**config.mk**
```make
export PLATFORM = sky130hd
export DESIGN_NAME = tfs_back
export DESIGN_NICKNAME = d
export VERILOG_FILES = /design/src/tfs_pkg.sv /design/src/tfs_back.sv
export SDC_FILE = /design/constraint.sdc
export NUM_CORES = 1
export LEC_CHECK = 0
export ABC_AREA = 1
export BUFFER_PORTS_ARGS = -buffer_cell sky130_fd_sc_hd__buf_4
export CAP_MARGIN = 20
export CORE_ASPECT_RATIO = 1.2
export CORE_MARGIN = 2
export CORE_UTILIZATION = 30
export DETAILED_ROUTE_END_ITERATION = 12
export PLACE_DENSITY = 0.52
export SYNTH_ARGS = -nofsm -noshare
export SYNTH_HDL_FRONTEND = slang
export SYNTH_SLANG_ARGS = --single-unit
```
**constraint.sdc**
```tcl
create_clock -name aclk -period 3.5 [get_ports aclk]
set_input_delay 0.35 -clock aclk [delete_from_list [all_inputs] [get_ports aclk]]
set_output_delay 0.35 -clock aclk [all_outputs]
set_load 0.005 [all_outputs]
```
**src/tfs_pkg.sv**
```systemverilog
package tfs_pkg;

    localparam logic [7:0] SYNC_BYTE    = 8'hC8;
    localparam logic [7:0] TYPE_BATTERY = 8'h08;
    localparam logic [7:0] TYPE_GPS     = 8'h02;
    localparam logic [7:0] CRC_POLY     = 8'hD5;

    localparam int unsigned BATT_SIZE = 12;
    localparam int unsigned GPS_SIZE  = 19;
    localparam int unsigned IDX_W     = $clog2(GPS_SIZE);

    localparam logic [7:0] BATT_LEN = 8'(BATT_SIZE - 2);
    localparam logic [7:0] GPS_LEN  = 8'(GPS_SIZE - 2);

    localparam logic KIND_BATTERY = 1'b0;
    localparam logic KIND_GPS     = 1'b1;

    // floor(2^32 / divisor)
    localparam logic [31:0] RECIP_25   = 32'd171798691;
    localparam logic [31:0] RECIP_1000 = 32'd4294967;

    localparam logic [15:0] ALT_OFFSET = 16'd1000;

    localparam int unsigned TFS_QUEUE_DEPTH = 2;

    typedef struct packed {
        logic               kind;
        logic [15:0]        supply_voltage;
        logic signed [31:0] latitude;
        logic signed [31:0] longitude;
        logic [23:0]        ground_speed;
        logic [25:0]        heading;
        logic signed [31:0] altitude;
        logic [7:0]         satellite_count;
    } tfs_in_t;

    typedef struct packed {
        logic [7:0] out_byte;
        logic       last;
    } tfs_out_t;

    typedef struct packed {
        logic        kind;
        logic [15:0] decivolts;
        logic [31:0] lat;
        logic [31:0] lon;
        logic [15:0] speed;
        logic [15:0] heading;
        logic [15:0] alt;
        logic [7:0]  sats;
    } tfs_desc_t;

    function automatic logic [7:0] crc8_update(input logic [7:0] crc, input logic [7:0] data);
        logic [7:0] c;
        c = crc ^ data;
        for (int i = 0; i < 8; i++) begin
            c = c[7] ? ((c << 1) ^ CRC_POLY) : (c << 1);
        end
        return c;
    endfunction

endpackage

```
**src/tfs_back.sv**
```systemverilog
module tfs_back import tfs_pkg::*; (
    input  logic      aclk,
    input  logic      aresetn,
    input  logic      q_valid,
    output logic      q_ready,
    input  tfs_desc_t q_data,
    output logic      m_valid,
    input  logic      m_ready,
    output tfs_out_t  m_data
);

    logic [IDX_W-1:0] idx_reg, idx_next;
    logic [7:0]       crc_reg, crc_next;
    logic             m_valid_reg, m_valid_next;
    tfs_out_t         m_data_reg, m_data_next;

    logic             adv;
    logic             is_last;
    logic [IDX_W-1:0] last_idx;
    logic [7:0]       cur_byte;

    assign adv      = q_valid && (!m_valid_reg || m_ready);
    assign last_idx = (q_data.kind == KIND_GPS) ? IDX_W'(GPS_SIZE - 1) : IDX_W'(BATT_SIZE - 1);
    assign is_last  = idx_reg == last_idx;
    assign q_ready  = adv && is_last;

    always_comb begin
        cur_byte = 8'h00;
        if (q_data.kind == KIND_GPS) begin
            unique case (idx_reg)
                5'd0:    cur_byte = SYNC_BYTE;
                5'd1:    cur_byte = GPS_LEN;
                5'd2:    cur_byte = TYPE_GPS;
                5'd3:    cur_byte = q_data.lat[31:24];
                5'd4:    cur_byte = q_data.lat[23:16];
                5'd5:    cur_byte = q_data.lat[15:8];
                5'd6:    cur_byte = q_data.lat[7:0];
                5'd7:    cur_byte = q_data.lon[31:24];
                5'd8:    cur_byte = q_data.lon[23:16];
                5'd9:    cur_byte = q_data.lon[15:8];
                5'd10:   cur_byte = q_data.lon[7:0];
                5'd11:   cur_byte = q_data.speed[15:8];
                5'd12:   cur_byte = q_data.speed[7:0];
                5'd13:   cur_byte = q_data.heading[15:8];
                5'd14:   cur_byte = q_data.heading[7:0];
                5'd15:   cur_byte = q_data.alt[15:8];
                5'd16:   cur_byte = q_data.alt[7:0];
                5'd17:   cur_byte = q_data.sats;
                default: cur_byte = 8'h00;
            endcase
        end else begin
            unique case (idx_reg)
                5'd0:    cur_byte = SYNC_BYTE;
                5'd1:    cur_byte = BATT_LEN;
                5'd2:    cur_byte = TYPE_BATTERY;
                5'd3:    cur_byte = q_data.decivolts[15:8];
                5'd4:    cur_byte = q_data.decivolts[7:0];
                default: cur_byte = 8'h00;
            endcase
        end
    end

    always_comb begin
        idx_next     = idx_reg;
        crc_next     = crc_reg;
        m_data_next  = m_data_reg;
        m_valid_next = m_valid_reg && !m_ready;
        if (adv) begin
            m_valid_next         = 1'b1;
            m_data_next.out_byte = is_last ? crc_reg : cur_byte;
            m_data_next.last     = is_last;
            idx_next             = is_last ? '0 : idx_reg + 1'b1;
            if (idx_reg < IDX_W'(2)) begin
                crc_next = 8'h00;
            end else if (!is_last) begin
                crc_next = crc8_update(crc_reg, cur_byte);
            end
        end
    end

    always_ff @(posedge aclk) begin
        if (!aresetn) begin
            idx_reg     <= '0;
            m_valid_reg <= 1'b0;
        end else begin
            idx_reg     <= idx_next;
            m_valid_reg <= m_valid_next;
        end
        crc_reg    <= crc_next;
        m_data_reg <= m_data_next;
    end

    assign m_valid = m_valid_reg;
    assign m_data  = m_data_reg;

endmodule

```
### Word level (Yosys, flattened, before mapping)

Index checks and enable logic that the tools add are counted.

* register bits: 23
* latch bits: 0
* RAM bits: 0
* bits in read-only memories: 0
* input bits: 141
* output and inout bits: 11
* word-level logic and storage cells: 59
* memories: 0

* add/sub/neg operators: 1
* $mul: 0
* divide/modulo/power cells: 0
* magnitude comparators: 1
* equal/unequal tests: 19
* shifts and indexed selects: 0
* mux-type cells: 16
* bitwise logic cells: 9
* reduce and logical (&&, ||, !) cells: 8

Operators by type and width (count)
* $pmux 8 s18: 1
* $mux 8: 11
* $eq 5x4->1 const B: 8
* $not 5->5: 8
* $pmux 8 s5: 1
* $eq 5x3->1 const B: 4
* $eq 5x2->1 const B: 2
* $eq 5x5->1 const B: 2
* $mux 5: 2
* $xor 8x8->8: 1
* $add 5x1->5 const B: 1
* $eq 5x1->1 const B: 1
* $eq 5x5->1: 1
* $logic_not 5->1: 1
* $lt 5x2->1 const B: 1
* $logic_and 1x1->1: 3
* $logic_not 1->1: 2
* $ne 2x1->1 const B: 1
* $reduce_and 2->1: 1
* $logic_or 1x1->1: 1
* $mux 1: 1

### Logic depth before layout (Yosys ltp)

* word-level depth: 21
* gate-level depth with buffers: 27
* depth with buffers taken out: 26

### Least setup slack after synthesis

Ideal clock, no wire load.

* path type: register to register
* from: register idx_reg[0]
* to: register crc_reg[7] (data pin)
* library setup time: 255 ps
* data arrival time: 2531 ps
* setup slack: 714 ps
* cell stages (with the launch flop): 24
* clock period less this slack: 2786 ps
* cells stage by stage: dfxtp_1 > ha_1 > inv_1 > nor2_1 > ha_1 > clkbuf_1 > nand2_1 > inv_1 > nor2_1 > nand3_1 > nor2_1 > nand3_2 > nand2_1 > nand2_1 > nand2_2 > nand2_2 > nand2_8 > nor2_4 > nor2_4 > nand2_2 > nand2_4 > nand2_2 > a21oi_1 > nor2_1

* word-level cells in the longest chain between the ends: 18
* elaborated cells between the ends (all ways): 40

Ends and longest elaborated chain
* start: declaration: RTL line tfs_back.sv:12 `logic [IDX_W-1:0] idx_reg, idx_next;`
* start signal: assignment: RTL line tfs_back.sv:86 `idx_reg <= idx_next;`
* $eq 5x5->1, or another cell as far along: RTL line tfs_back.sv:30 `unique case (idx_reg)`
* $pmux 8 s18 or $pmux 8 s5 (tied branches): RTL line tfs_back.sv:30, tfs_back.sv:52
* $mux 8: RTL line tfs_back.sv:29 `if (q_data.kind == KIND_GPS) begin`
* $xor 8x8->8: RTL line tfs_pkg.sv:55 `c = crc ^ data;`
* $not 5->5 (no line)
* $mux 8: RTL line tfs_pkg.sv:57 `c = c[7] ? ((c << 1) ^ CRC_POLY) : (c << 1);`
* $not 5->5 (no line) or $mux 8 (tied branches)
* $mux 8 or $not 5->5 (tied branches)
* [2 not listed]
* $not 5->5 (no line) or $mux 8 (tied branches)
* $mux 8: RTL line tfs_pkg.sv:57
* $mux 8 or $not 5->5 (tied branches)
* $not 5->5 (no line) or $mux 8 (tied branches)
* $mux 8: RTL line tfs_pkg.sv:57
* $not 5->5 (no line)
* $mux 8: RTL line tfs_pkg.sv:57
* $mux 8: RTL line tfs_back.sv:75 `end else if (!is_last) begin`
* end signal: assignment: RTL line tfs_back.sv:89 `crc_reg <= crc_next;`
* end: declaration: RTL line tfs_back.sv:13 `logic [7:0] crc_reg, crc_next;`

Several ways; a longest one is shown, not always the timed one. The select of a mux whose other input is x is not followed.
A chain may end at the register's enable or synchronous reset.

### Worst setup path in the final report

* from: register idx_reg[2]
* to: register crc_reg[7] (data pin)

Same word-level chain as after synthesis.

==> flow_metrics.env <==
export IMPL_fin_crit_ns=3.15
export IMPL_syn_area_per_cell_um2=5.77
export IMPL_clkLatencyLatePin_ns=0.26
export IMPL_slowest_delay_ns=0.52
export IMPL_slew_headroom_pct=46.0
export IMPL_root_buffer="clkbuf_16"
export IMPL_cts_sinks=23
export IMPL_pre_cts_ws_ns=0.327
export IMPL_cts_tree="done"
export IMPL_final_setup_viol_count=0
export IMPL_cp_data_arrival_time_ns=3.16
export IMPL_timing_hold_ws_ns=0.359
export IMPL_die_w_um=100
export IMPL_gp_congestion=0.902
export IMPL_cts_made_buffers=3
export IMPL_crit_required_ns=3.51
export IMPL_cp_slowest_cell="dfxtp_1"
export IMPL_cts_hold_buf=0
export IMPL_worst_slew_pin_transition_ns=0.806
export IMPL_yosysSeqAreaShare_pct=19.0
export IMPL_vias=4194
export IMPL_post_drt_wl_per_cell_um=16.4
export IMPL_clk_pin_slew_ns=0.07
export IMPL_critical_path_class="reg -> reg"
export IMPL_via_per_inst=4.89
export IMPL_fmax_mhz=318
export IMPL_cp_cell_sequence="buf_4 > nand2_4 > nor2_2 > nand2_1 > nand2_1 > inv_1 > nand2_1 > nor2_1 > nand3_2 > nand2_1 > nand2_1 > nand2_2 > nand2_2 > nand2_8 > nand2_2 > inv_2 > nor2_4 > nand2_2 > nand2_4 > nand2_2 > a21oi_1 > nor2_1"
export IMPL_antenna_found_initial=0
export IMPL_cellPowerDensity_nw_per_um2=356
export IMPL_grt_pass1_vias=4051
export IMPL_leakage_uw=0.00250
export IMPL_worstSetupEndpointType="register"
export IMPL_critPathMaxFanout=10
export IMPL_maxCapViolCount=0
export IMPL_fin_util_pct=42.6
export IMPL_drcViolationCount=0
export IMPL_fin_crit_sh_pct=89.9
export IMPL_worst_slack_ns=0.354
export IMPL_hold_violations=0
export IMPL_wl_um=14100
export IMPL_tns_ns=0
export IMPL_grt_first_pass_wirelength_um=21100
export IMPL_grt_max_degree=16
export IMPL_diodes=0
export IMPL_fillCellCount=1213
export IMPL_power_uw=1660
export IMPL_yosys_warnings=0
export IMPL_peakVddDrop_mv=0.313
export IMPL_die_h_um=119
export IMPL_ant_nets=0
export IMPL_core_area_um2=10900
export IMPL_skew_ns=0.00968
export IMPL_post_cts_setup_buffer_count=0
export IMPL_port_buffers=151
export IMPL_area_growth_pct=40.3
export IMPL_num_rows=42
export IMPL_largest_reg_flops=9
export IMPL_initial_core_util_pct=30.4
export IMPL_maxSlewViolCount=0
export IMPL_yosysUniqueCellTypes=33
export IMPL_status="completed"
export IMPL_cts_buffer_depth=2
export IMPL_critPathLaunchType="register"
export IMPL_num_nets_final=872
export IMPL_grt_ovfl_total=0
export IMPL_layout_drive_gt1_share_pct=30.8
export IMPL_dpl_hpwl_um=11700
export IMPL_dieArea_um2=11900
export IMPL_postSynthCellCount=575
export IMPL_synth_nets=721
export IMPL_hold_path_class="in -> reg"
export IMPL_ys_ff_latch=23
export IMPL_drt_iter0_drc=142
export IMPL_cts_resized=0
export IMPL_h_tree_depth=1
export IMPL_grt_util_all_layers_pct=22.7
export IMPL_syn_area_um2=3320
export IMPL_first_pass_iters=5
export IMPL_io_pin_count=152
export IMPL_rsz0062_at_grt="false"
layer usage:
layer  up-vias  routed length, um  GRT usage, %
met5         -                  0             0
met4         0                280          6.85
met3        19                891          2.52
met2       142               7240          42.4
met1      1900               5650          26.9
li1       2133                  -             -
metrics by stage:
step / instances / cell area [um2]
after floorplan: 575 / 3320
after global placement: 853 / 4570
after detailed placement: 853 / 4570
after CTS: 857 / 4650
after global routing: 857 / 4650
final: 857 / 4650
worst max-delay path: cells and delay by family (launching register included):
family / cells / cell delay (ns)
flip-flops: 1 / 0.52
AO/OA/AOI/OAI: 1 / 0.17
AND/OR/NAND/NOR: 18 / 1.88
buffers and inverters: 3 / 0.31
Yosys cell counts:
library cell | count | area share (%)
inv_8 | 2 | 0.68
nand2_2 | 13 | 2.5
a21oi_1 | 11 | 1.7
nand3_2 | 3 | 0.91
nand3_1 | 90 | 14
xnor2_1 | 1 | 0.26
buf_4 | 2 | 0.45
buf_1 | 1 | 0.11
buf_6 | 6 | 2.0
dfxtp_1 | 6 | 3.6
edfxtp_1 | 17 | 15
inv_2 | 6 | 0.68
o22ai_1 | 2 | 0.38
a211oi_1 | 2 | 0.45
nand4_1 | 9 | 1.7
ha_1 | 5 | 1.9
xor2_1 | 3 | 0.79
inv_6 | 1 | 0.26
nor2_1 | 58 | 6.6
a21boi_0 | 1 | 0.23
nor3_1 | 1 | 0.15
o21ai_0 | 14 | 2.1
nor2_4 | 11 | 3.7
nor2_8 | 2 | 1.2
nand2_1 | 232 | 26
inv_1 | 50 | 5.7
inv_4 | 1 | 0.19
nand2_4 | 8 | 2.7
nor2_2 | 10 | 1.9
clkbuf_1 | 2 | 0.23
buf_2 | 1 | 0.15
nand2_8 | 2 | 1.2
nand3b_1 | 2 | 0.45
cell usage in the layout, fill, tap and decap left out, types with 2 or more instances in the layout:
cell,instances
nand2_2,13
nand3_2,3
nand2_8,2
nor2_1,58
xor2_1,3
nand4_1,9
nand2_1,232
ha_1,4
o22ai_1,2
o21ai_0,14
dfxtp_1,5
nor2_4,11
nand3_1,90
nand3b_1,2
a21oi_1,11
a211oi_1,2
inv_8,2
inv_1,50
edfxtp_1,17
clkbuf_16,3
inv_2,6
nor2_2,10
nor2_8,2
buf_4,158
nand2_4,8
final timing paths:
check / start / to / slack, ns / cells after the start
worst max register to register: idx_reg[2] / crc_reg[7] / 0.35 / 22
worst min-delay path: aresetn / m_valid / 0.36 / 2
worst min register to register: idx_reg[0] / idx_reg[0] / 0.51 / 2
worst max-delay path: idx_reg[2] / crc_reg[7] / 0.35 / 22
power by group:
| group | internal, uW | total, uW | switching [uW] | leakage [uW] |
|---|---|---|---|---|
| Sequential | 354 | 386 | 32.3 | 0.000218 |
| Combinational | 391 | 1020 | 627 | 0.00224 |
| Clock | 154 | 254 | 99.5 | 0.0000409 |
| Total | 899 | 1660 | 758 | 0.00250 |
cells by family after synthesis:
group	synth area share, %
compound gates	4.83
xor+xnor	1.06
buf+inv	10.4
flops	19.0
simple gates	62.8
fa+ha+maj	1.89
cell type report:
cell class	instances	area, um2	share of cell area (%)
well taps	132	165	3.55
repair buffers	158	1190	25.5
clock inverters	1	5.00	0.108
multi-input cells	480	2340	50.3
clock buffers	3	75.1	1.61
inverters	60	248	5.32
flip-flops and latches	23	632	13.6
Note: power is estimated with default switching activity, not from simulation.
