===== src/tfs_pkg.sv =====
package tfs_pkg;

    localparam logic [7:0] SYNC_BYTE    = 8'hC8;
    localparam logic [7:0] TYPE_BATTERY = 8'h08;
    localparam logic [7:0] TYPE_GPS     = 8'h02;
    localparam logic [7:0] CRC_POLY     = 8'hD5;

    localparam int unsigned BATT_SIZE = 12;
    localparam int unsigned GPS_SIZE  = 19;
    localparam int unsigned IDX_W     = $clog2(GPS_SIZE);

    localparam logic [7:0] BATT_LEN = 8'(BATT_SIZE - 2);
    localparam logic [7:0] GPS_LEN  = 8'(GPS_SIZE - 2);

    localparam logic KIND_BATTERY = 1'b0;
    localparam logic KIND_GPS     = 1'b1;

    // floor(2^32 / divisor)
    localparam logic [31:0] RECIP_25   = 32'd171798691;
    localparam logic [31:0] RECIP_1000 = 32'd4294967;

    localparam logic [15:0] ALT_OFFSET = 16'd1000;

    localparam int unsigned TFS_QUEUE_DEPTH = 2;

    typedef struct packed {
        logic               kind;
        logic [15:0]        supply_voltage;
        logic signed [31:0] latitude;
        logic signed [31:0] longitude;
        logic [23:0]        ground_speed;
        logic [25:0]        heading;
        logic signed [31:0] altitude;
        logic [7:0]         satellite_count;
    } tfs_in_t;

    typedef struct packed {
        logic [7:0] out_byte;
        logic       last;
    } tfs_out_t;

    typedef struct packed {
        logic        kind;
        logic [15:0] decivolts;
        logic [31:0] lat;
        logic [31:0] lon;
        logic [15:0] speed;
        logic [15:0] heading;
        logic [15:0] alt;
        logic [7:0]  sats;
    } tfs_desc_t;

    function automatic logic [7:0] crc8_update(input logic [7:0] crc, input logic [7:0] data);
        logic [7:0] c;
        c = crc ^ data;
        for (int i = 0; i < 8; i++) begin
            c = c[7] ? ((c << 1) ^ CRC_POLY) : (c << 1);
        end
        return c;
    endfunction

endpackage


===== src/tfs_queue.sv =====
module tfs_queue import tfs_pkg::*; #(
    parameter int unsigned DEPTH = TFS_QUEUE_DEPTH
) (
    input  logic      aclk,
    input  logic      aresetn,
    input  logic      in_valid,
    output logic      in_ready,
    input  tfs_desc_t in_data,
    output logic      out_valid,
    input  logic      out_ready,
    output tfs_desc_t out_data
);

    localparam int unsigned PTR_W = $clog2(DEPTH);
    localparam int unsigned CNT_W = $clog2(DEPTH + 1);

    tfs_desc_t         entry [DEPTH];
    logic [PTR_W-1:0]  wr_ptr_reg, rd_ptr_reg;
    logic [CNT_W-1:0]  count_reg;
    logic              push, pop;

    assign in_ready  = count_reg != CNT_W'(DEPTH);
    assign out_valid = count_reg != '0;
    assign out_data  = entry[rd_ptr_reg];
    assign push      = in_valid && in_ready;
    assign pop       = out_valid && out_ready;

    always_ff @(posedge aclk) begin
        if (!aresetn) begin
            wr_ptr_reg <= '0;
            rd_ptr_reg <= '0;
            count_reg  <= '0;
        end else begin
            if (push) begin
                wr_ptr_reg <= (wr_ptr_reg == PTR_W'(DEPTH - 1)) ? '0 : wr_ptr_reg + 1'b1;
            end
            if (pop) begin
                rd_ptr_reg <= (rd_ptr_reg == PTR_W'(DEPTH - 1)) ? '0 : rd_ptr_reg + 1'b1;
            end
            if (push && !pop) begin
                count_reg <= count_reg + 1'b1;
            end else if (pop && !push) begin
                count_reg <= count_reg - 1'b1;
            end
        end
        if (push) begin
            entry[wr_ptr_reg] <= in_data;
        end
    end

endmodule


===== config.mk =====
export PLATFORM = sky130hd
export DESIGN_NAME = tfs_queue
export DESIGN_NICKNAME = d
export VERILOG_FILES = /design/src/tfs_pkg.sv /design/src/tfs_queue.sv
export SDC_FILE = /design/constraint.sdc
export NUM_CORES = 1
export LEC_CHECK = 0
export BUFFER_PORTS_ARGS = -buffer_cell sky130_fd_sc_hd__clkbuf_2
export CORE_MARGIN = 8
export CORE_UTILIZATION = 52
export CTS_CLUSTER_DIAMETER = 80
export DETAILED_ROUTE_END_ITERATION = 7
export HOLD_SLACK_MARGIN = 0.12
export PLACE_DENSITY = 0.86
export SLEW_MARGIN = 20
export SYNTH_ARGS = -nofsm -noshare
export SYNTH_HDL_FRONTEND = slang
export SYNTH_SLANG_ARGS = --single-unit
export TNS_END_PERCENT = 50

===== constraint.sdc =====
create_clock -name aclk -period 5.3 [get_ports aclk]
set_input_delay 0.265 -clock aclk [delete_from_list [all_inputs] [get_ports aclk]]
set_output_delay 0.265 -clock aclk [all_outputs]
set_load 0.01 [all_outputs]

# Yosys cells after proc, flatten, opt, wreduce, memory -nomap -nowiden
# Memory sizes are Yosys's and may differ from the RTL's. A register that Yosys moved wholly into a read port is not among the register bits.
# Cells that the tools add are included.
[word_totals]
mem_bits_rw = 274
reg_bits = 4
out_inout_bits = 139
latch_bits = 0
inputBits = 141
rom_bits = 0
n_memories = 1
[op_classes]
n_eq_ne = 1
shift = 0
n_addsub = 4
n_div = 0
n_reduce_logical = 8
muxes = 8
magnitude_cmp = 0
bitwise = 0
mul = 0
[mem_list]
columns = ["memory", "depth", "word_bits", "rd", "rd_ports_with_merged_regs", "write_ports", "line_no", "rtl"]
rows = [
  ["entry", 2, 137, 1, 1, 1, "tfs_queue.sv:17", "tfs_desc_t entry [DEPTH];"],
]
[ops]
columns = ["cell", "n"]
rows = [
  ["$mux W1", 6],
  ["$logic_and A1 B1 Y1", 4],
  ["$mux W2", 2],
  ["$reduce_bool A2 Y1", 2],
  ["$add A1 B1 Y1 const B", 2],
  ["$add A2 B1 Y2 const B", 1],
  ["$logic_not A1 Y1", 2],
  ["$ne A2 B2 Y1 const B", 1],
  ["$sub A2 B1 Y2 const B", 1],
]

# Depth between registers and ports, before layout
# Gate-level depths: netlist of the first run.
[depth]
depth_word = 6
mapped_depth = 6
depth_no_buf = 6

# Worst setup path after synthesis of the first run
# No wires, ideal clock.
[synth_timing]
path_kind = "register to register"
startpoint = "register count_reg[0]"
endpoint = "memory entry[1][0] (netlist name) (enable)"
required_ps = 4787
t_arrival_ps = 3768
slack_ps = 1019
path_stages_with_launch = 3
path_buffers = 0
path_cell_list = "dfxtp_1 > nand2b_4 > and3_1"
[synth_via]
elab_chain_len = 4
[synth_lines]
columns = ["element", "line_no", "rtl"]
rows = [
  ["start: declaration", "tfs_queue.sv:19", "logic [CNT_W-1:0] count_reg;"],
  ["start signal: assignment", "tfs_queue.sv:41", "count_reg <= count_reg + 1'b1;"],
  ["start signal: assignment", "tfs_queue.sv:43", "count_reg <= count_reg - 1'b1;"],
  ["$ne A2 B2 Y1", "tfs_queue.sv:22", "assign in_ready = count_reg != CNT_W'(DEPTH);"],
  ["via in_ready", "tfs_queue.sv:7", "output logic in_ready,"],
  ["$logic_and A1 B1 Y1", "tfs_queue.sv:25", "assign push = in_valid && in_ready;"],
  ["$mux W1", "tfs_queue.sv:46", "if (push) begin"],
  ["$mux W1 (not written as such)", "tfs_queue.sv:47", "entry[wr_ptr_reg] <= in_data;"],
  ["end: declaration", "tfs_queue.sv:17", ""],
]
# The timed path passes the listed nets, and every way through them passes these cells.

# Final worst setup path of the first run
[layout_timing]
startpoint = "register count_reg[0]"
endpoint = "memory entry[0][18] (netlist name) (enable)"
[layout_via]
elab_chain_len = 4
[layout_lines]
columns = ["element", "line_no"]
rows = [
  ["$ne A2 B2 Y1", "tfs_queue.sv:22"],
  ["$logic_and A1 B1 Y1", "tfs_queue.sv:25"],
  ["$mux W1", "tfs_queue.sv:46"],
  ["$mux W1 (not written as such)", "tfs_queue.sv:47"],
]
# No other way between the ends.

==> run_results.csv, run 1 <==
group,metric,value,unit
yosys,average_size_of_a_mapped_cell,22.59,sq um
sta,holdWs,0.2949,ns
sta,final_max_slew_viol_count,0,
cts,tritoncts.num_buffers,27,
sta,post-route-period-util,0.4740,
route,route.top_layer_used,"met4",
die,row_count,51,
yosys,synth_seq_cells,279,
setup_path,cp_max_fo,101,
sta,relSlewSlack,0.3648,
yosys,yosys.area_share.simple,0.006402,
final_layout,area_growth,38.02,%
final_layout,largest_register_ffs,274,
pwr,power_per_cell_area,440.3,nW/um^2
setup_path,critPathCaptureType,"flip-flop",
placement,dp_slack,2.810,ns
sta,post-route-worst-setup-slack,2.788,ns
sta,fin_skew,0.01231,ns
route,detailroute.wirelength.met2,13.00,mm
setup_path,critical-path-slowest-cell,"inv_6",
route,routed-via-count,5939,
pwr,total_leakage_power,5.319,nW
placement,total_placed_instance_area,11800,sq um
route,wl_met3,1.650,mm
pwr,pwr-share-clk,0.291,
route,routed_wl,23.89,mm
cts,cts_tree,"yes",
global_route,grt_pass1_vias,6518,
yosys,synth.mux.area_fraction,0.1518,
yosys,synth_seq_area_share,0.8194,
sta,final_hold_viol_count,0,
route,dr.pass1.iters,5,
cts,root_buffer,"clkbuf_16",
cts,clock_sink_count,279,
sta,tightest_slew,0.9528,ns
global_route,grt.overflow.total,0,
cts,clk_latency,0.51,ns
placement,dp.final_hpwl,13.78,mm
sta,final_worst_path_period_need,2.512,ns
final_layout,final-instance-count-excl-fill,1172,
die,die_area,24280,sq um
global_route,largest_net_degree_at_the_start_of_global_routing,138,
yosys,synth_top_cell_area_share,0.8096,
sta,max_freq,0.3981,GHz
final_layout,multi_input_area,1687,sq um
yosys,synthesis.nets,592,
yosys,synthDominantAreaCellType,"edfxtp_1",
final_layout,design.final.nets,1027,
yosys,postSynthCellCount,450,
route,dr.first_iter.drc_count,313,
pwr,power.switching_fraction,0.2715,
setup_path,worst_ep_arrival_time,2.66,ns
yosys,postSynth.topFlopCell,"edfxtp_1",
yosys,yosys.area_share.adder,0.001231,
setup_path,timing_worst_setup_path_type,"reg -> reg",
die,core_area,19330,sq um
yosys,synth-async-reset-ratio,0,
route,drt-wirelength-per-cell,20.39,um
cts,path_clk_slew,0.06,ns
global_route,initial_antenna_violation_count,2,
sta,grt_setup_unrepaired,"no",
route,detail_route.vias_per_cell,5.067,
setup_path,critical_path.cell_chain,"nand2b_4 -> nand3b_1 -> inv_6 -> buf_4",
placement,io_buffer_count,279,
final_layout,final_design_area_no_fill,14030,sq um
yosys,synth_compound_gate_area_share,0.003447,
yosys,post_synthesis_instance_area,10160,sq um
die,floorplan.io_pins,280,
yosys,synth_xor_area_frac,0.002585,
sta,report.final.setup_viol,0,
route,m1WireLength,8.530,mm
global_route,grt_usage,0.1909,
cts,htreeDepth,1,
job,drv.max_cap_violation_count,0,
pwr,p_comb_frac,0.251,
route,detail-route-antenna-nets,0,
yosys,ys_top_cells_by_count,"274 x edfxtp_1, 137 x mux2_2, 10 x buf_6, 5 x buf_4, 5 x dfxtp_1",
yosys,synth.area.top_cells,"edfxtp_1 81%, mux2_2 15%, buf_6 1.1%",
final_layout,final-seq-area,8332,sq um
placement,placedCellCount,982,
run_status,run_status,"completed",
pwr,worst_vdd_ir,0.3894,mV
pwr,report.power.total,6.176,mW
yosys,synth.most_common_cell,"edfxtp_1",
cts,cts_max_path_buffers,3,
setup_path,cp_data_required_time,5.45,ns
pwr,seq_power_share,0.459,
setup_path,critPathLaunchType,"flip-flop",
final_layout,final_core_utilization,0.7255,
yosys,synth_warn,0,
yosys,synth_cell_types,20,
pwr,p_switching,1.677,mW
min_path,min-delay-path-class,"in -> reg",
global_route,grt_pass1_wl,35.74,mm
placement,place.gp.congestion,0.7418,
pwr,internal_portion_of_total_power,4.499,mW
sta,total_negative_setup_slack,0,ns
yosys,synth_top_family_by_area,"multiplexers",
final_layout,final_layout_size_suffix_gt1_frac,0.5105,
die,die_width,155.8,um
setup_path,crit_path_max_incr_delay,0.72,ns
die,initial_core_util,0.5257,
yosys,synth_enable_flop_cells,274,
route,drc,0,
die,die-height,155.8,um
final_layout,fillerInstances,1079,
cts,postCtsResizedCells,0,
==> routing by layer <==
metal	global-route usage	up-vias
li1	-	2670
met1	0.2059	2954
met2	0.3563	261
met3	0.04875	54
met4	0.06377	0
met5	0	-
==> layout by cell type, fill, tap and decap left out, types with 2 or more instances in the layout <==
cell type / count
clkbuf_2: 279
and2_1: 4
mux2_2: 137
clkinv_2: 5
diode_2: 2
dfxtp_1: 4
edfxtp_1: 274
buf_12: 2
clkinv_1: 7
clkinvlp_4: 3
clkbuf_16: 27
xnor2_1: 2
clkbuf_1: 5
dlygate4sd3_1: 139
bufinv_16: 2
==> power groups by stage <==
stage | Combinational, mW | Sequential (mW) | Clock, mW
3_5_place_dp | 1.45 | 2.88 | 0
6_report | 1.55 | 2.83 | 1.80
3_3_place_gp | 1.44 | 2.85 | 0
4_1_cts | 1.55 | 2.83 | 1.81
5_1_grt | 1.65 | 2.86 | 1.91
2_1_floorplan | 0.937 | 2.88 | 0
==> worst paths after layout <==
check	start	endpoint	slack (ns)	cells past startpoint
max	count_reg[0]	entry[0][18]	2.79	4
min	out_ready	flip-flop	0.29	4
max reg2reg	count_reg[0]	entry[0][18]	2.79	4
min reg2reg	count_reg[1]	count_reg[1]	0.58	2
==> area by class of cell <==
cell class | instances | area share
multi-input combinational | 155 | 0.1202
clock buffer | 32 | 0.04950
timing repair buffer | 421 | 0.2021
clock inverter | 17 | 0.009544
antenna | 2 | 0.0003568
tap | 265 | 0.02364
sequential | 279 | 0.5940
inverter | 1 | 0.0006244
==> worst max-delay path, delay by kind of cell, from the launching register on <==
family | cells | cell delay (ns)
DFF | 1 | 0.43
buffers and inverters | 2 | 1.29
and+or+nand+nor | 2 | 0.40
==> what timing repair did <==
item	4_1_cts	5_1_grt
hold buffers	139	0
setup endpoints to repair	0	0
endpoints found under the hold margin	279	0
buffers inserted	0	0
==> logic make-up (layout without fill, tap and decap cells) <==
| family | after synthesis | count (layout) |
|---|---|---|
| DFF | 279 | 279 |
| muxes | 137 | 137 |
| buffers and inverters | 16 | 471 |
| and+or+nand+nor | 9 | 9 |
| AOI/OAI and AO/OA | 5 | 5 |
| xor gates and xnor gates | 3 | 3 |
| adders and majority gates | 1 | 1 |
| other | 0 | 2 |
No activity file was read; power rests on OpenSTA's default activity.
==> run 2: changes to the inputs <==
--- a/config.mk
+++ b/config.mk
@@ -5,13 +5,14 @@
 export SDC_FILE = /design/constraint.sdc
 export NUM_CORES = 1
 export LEC_CHECK = 0
+export ABC_AREA = 1
 export BUFFER_PORTS_ARGS = -buffer_cell sky130_fd_sc_hd__clkbuf_2
 export CORE_MARGIN = 8
-export CORE_UTILIZATION = 52
+export CORE_UTILIZATION = 47
 export CTS_CLUSTER_DIAMETER = 80
 export DETAILED_ROUTE_END_ITERATION = 7
 export HOLD_SLACK_MARGIN = 0.12
-export PLACE_DENSITY = 0.86
+export PLACE_DENSITY = 0.83
 export SLEW_MARGIN = 20
 export SYNTH_ARGS = -nofsm -noshare
 export SYNTH_HDL_FRONTEND = slang
==> constraint.sdc (replaced) <==
create_clock -name aclk -period 2.2 [get_ports aclk]
set_input_delay 0.11 -clock aclk [delete_from_list [all_inputs] [get_ports aclk]]
set_output_delay 0.11 -clock aclk [all_outputs]
set_load 0.01 [all_outputs]
==> run 2 against run 1 <==
Compared with the run above:
- setup slack got worse by 2.6 ns
- count of clock-buffer cells in the layout up 3
- largest power group unchanged
- combinational power grew 130%
- design area increased by 1.1%
- first-iteration DRC count increased by 2.2%
- sequential share of layout area down 0.64 points
- die area increased by 9.9%
- hold slack improved by 0.025 ns
- sequential power is 140% higher
- non-clock buffer count up 6
- total power rose by 140%
- wire length increased by 1.8%
==> run_results.csv, run 2 <==
group,metric,value,unit
pwr,worst_vdd_ir,0.7190,mV
setup_path,cp_max_fo,24,
sta,relSlewSlack,0.6855,
cts,clk_latency,0.53,ns
pwr,power_per_cell_area,1044,nW/um^2
yosys,synth-async-reset-ratio,0,
yosys,synth_top_cell_area_share,0.8063,
yosys,synth_enable_flop_cells,274,
die,core_area,21550,sq um
yosys,synth.most_common_cell,"edfxtp_1",
sta,final_max_slew_viol_count,0,
global_route,grt.overflow.total,0,
final_layout,final_layout_size_suffix_gt1_frac,0.5016,
sta,report.final.setup_viol,0,
final_layout,layout.cells.most_common_list,"279 x clkbuf_2, 274 x edfxtp_1, 140 x dlygate4sd3_1, 137 x mux2_2, 29 x clkbuf_16",
global_route,grt_usage,0.1754,
final_layout,fillerInstances,1421,
route,routed_wl,24.33,mm
global_route,grt_pass1_vias,6613,
yosys,post_synthesis_instance_area,10200,sq um
route,detail_route.vias_per_cell,4.907,
sta,max_freq,0.4924,GHz
route,drt-wirelength-per-cell,20.09,um
yosys,synth.area.top_cells,"edfxtp_1 81%, mux2_2 15%, clkbuf_8 1.3%",
cts,postCtsHoldBufs,140,
cts,cts_max_path_buffers,3,
setup_path,timing_worst_setup_path_type,"reg -> out",
setup_path,crit_path_max_incr_delay,0.46,ns
route,routed-via-count,5942,
yosys,postSynth.topFlopCell,"edfxtp_1",
pwr,p_switching,3.979,mW
pwr,report.power.total,14.81,mW
setup_path,critical_path.cell_chain,"buf_4 -> mux2_2 -> clkbuf_2",
placement,dp_slack,0.7132,ns
pwr,power.switching_fraction,0.2687,
sta,final_hold_viol_count,0,
setup_path,worst_ep_arrival_time,1.92,ns
sta,fin_skew,0.01664,ns
final_layout,final_common_cell,"clkbuf_2",
setup_path,worstReg2RegStart,"count_reg[0]",
yosys,average_size_of_a_mapped_cell,22.04,sq um
cts,root_buffer,"clkbuf_16",
yosys,synth.mux.area_fraction,0.1512,
cts,tritoncts.num_buffers,28,
run_status,run_status,"completed",
final_layout,largest_register_ffs,274,
yosys,yosys.area_share.adder,0.001226,
sta,tightest_slew,0.4717,ns
pwr,total_leakage_power,5.413,nW
pwr,seq_power_share,0.468,
die,initial_core_util,0.4735,
placement,io_buffer_count,279,
setup_path,worst-path-buf-inv,2,
yosys,synth_warn,0,
die,die_width,163.4,um
yosys,synthDominantAreaCellType,"edfxtp_1",
pwr,p_comb_frac,0.237,
yosys,synth_seq_cells,279,
setup_path,critPathLaunchType,"flip-flop",
yosys,synth_seq_area_share,0.8161,
yosys,yosys.area_share.simple,0.007357,
cts,postCtsSetupRepairBufs,0,
setup_path,critical-path-slowest-cell,"dfxtp_4",
final_layout,design.final.nets,1047,
sta,post-route-worst-setup-slack,0.1692,ns
global_route,largest_net_degree_at_the_start_of_global_routing,78,
cts,path_clk_slew,0.06,ns
min_path,hold_path.startpoint,"in_data[41]",
die,row_count,54,
die,die_area,26680,sq um
placement,place.gp.congestion,0.7240,
global_route,initial_antenna_violation_count,5,
route,drc,0,
yosys,synthesis.nets,605,
setup_path,worst_path_dominant_cell_family,"buffers and inverters",
min_path,min-delay-path-class,"in -> reg",
route,detail-route-antenna-nets,0,
pwr,pwr-share-clk,0.295,
sta,grt_setup_unrepaired,"no",
global_route,grt_pass1_wl,36.58,mm
job,drv.max_cap_violation_count,0,
yosys,synth_compound_gate_area_share,0.002207,
yosys,ys_top_cells_by_count,"274 x edfxtp_1, 137 x mux2_2, 10 x clkbuf_8, 9 x nand2_1",
route,dr.pass1.iters,4,
route,dr.first_iter.drc_count,320,
yosys,postSynthCellCount,463,
placement,dp.final_hpwl,14.58,mm
yosys,synth_xor_area_frac,0,
cts,clock_sink_count,279,
pwr,internal_portion_of_total_power,10.83,mW
yosys,synth_cell_types,14,
final_layout,area_growth,38.98,%
die,die-height,163.4,um
cts,cts_tree,"yes",
sta,post-route-period-util,0.9231,
setup_path,cp_data_required_time,2.09,ns
setup_path,critPathCaptureType,"output port",
sta,final_worst_path_period_need,2.031,ns
cts,postCtsResizedCells,0,
die,floorplan.io_pins,280,
cts,htreeDepth,1,
yosys,synth_top_family_by_area,"multiplexers",
-- run 2: changes by cell type after synthesis, moves of 2 or more --
cell      delta
inv_1        +7
and2_1       -4
xnor2_1      -2
buf_4        -5
nor2_1       +8
nand2_1      +9
clkbuf_8    +10
buf_6        -5
-- run 2: worst paths after layout --
kind | slack (ns) | end | cells after the start
setup / recovery | 0.17 | out_data[95] | 3
hold / removal | 0.32 | entry[1][41] | 2
setup reg to reg | 0.68 | entry[1][9] | 5
hold reg to reg | 0.53 | wr_ptr_reg | 2
-- run 2: kinds of logic (layout without fill, tap and decap cells) --
group,count (synthesis),after routing
other,0,4
flip-flops,279,279
buffers and inverters,23,487
AO/OA/AOI/OAI,4,4
multiplexers,137,137
adder cells (fa/ha/maj),1,1
AND/OR/NAND/NOR,19,19
-- run 2: layout make-up --
type,instances,area [sq um],area share
diodes,4,10.01,0.0007058
clock buffers,35,748.2,0.05276
clock inverters,17,95.09,0.006705
inverters,8,30.03,0.002117
multi-input cells,161,1683,0.1187
flip-flops and latches,279,8333,0.5876
well taps,280,350.3,0.02470
repair buffers,427,2933,0.2068
-- run 2: metrics by stage --
step           cells  area, sq um  hold slack (ns)  TNS [ns]    util
5_1_grt         1211        14180           0.2976         0  0.6580
6_report        1211        14180           0.3202         0  0.6580
3_5_place_dp    1015        11930           0.3022         0  0.5534
4_1_cts         1207        14170           0.2854         0  0.6576
2_1_floorplan    463        10240           0.2089   -214.49       -
3_3_place_gp    1015        11930           0.2986         0  0.5534
-- run 2: power by group through the flow --
stage          clock, mW  sequential (mW)  combinational, mW
3_5_place_dp           0             7.03               3.30
3_3_place_gp           0             6.99               3.26
6_report            4.37             6.93               3.51
4_1_cts             4.46             6.93               3.54
2_1_floorplan          0             6.99               2.09
5_1_grt             4.68             6.99               3.75
-- run 2: layer usage --
layer	up-vias	GRT usage	routed length, um
li1	2710	-	-
met1	2940	0.1914	8783
met2	232	0.3214	12960
met3	58	0.04839	1854
met4	2	0.06047	716
met5	-	0	8
-- run 2: worst register-to-register path, delay by kind of cell, from the launching register on --
family        cells  cell delay [ns]
simple gates      3             0.29
flops             1             0.35
buf+inv           2             0.42
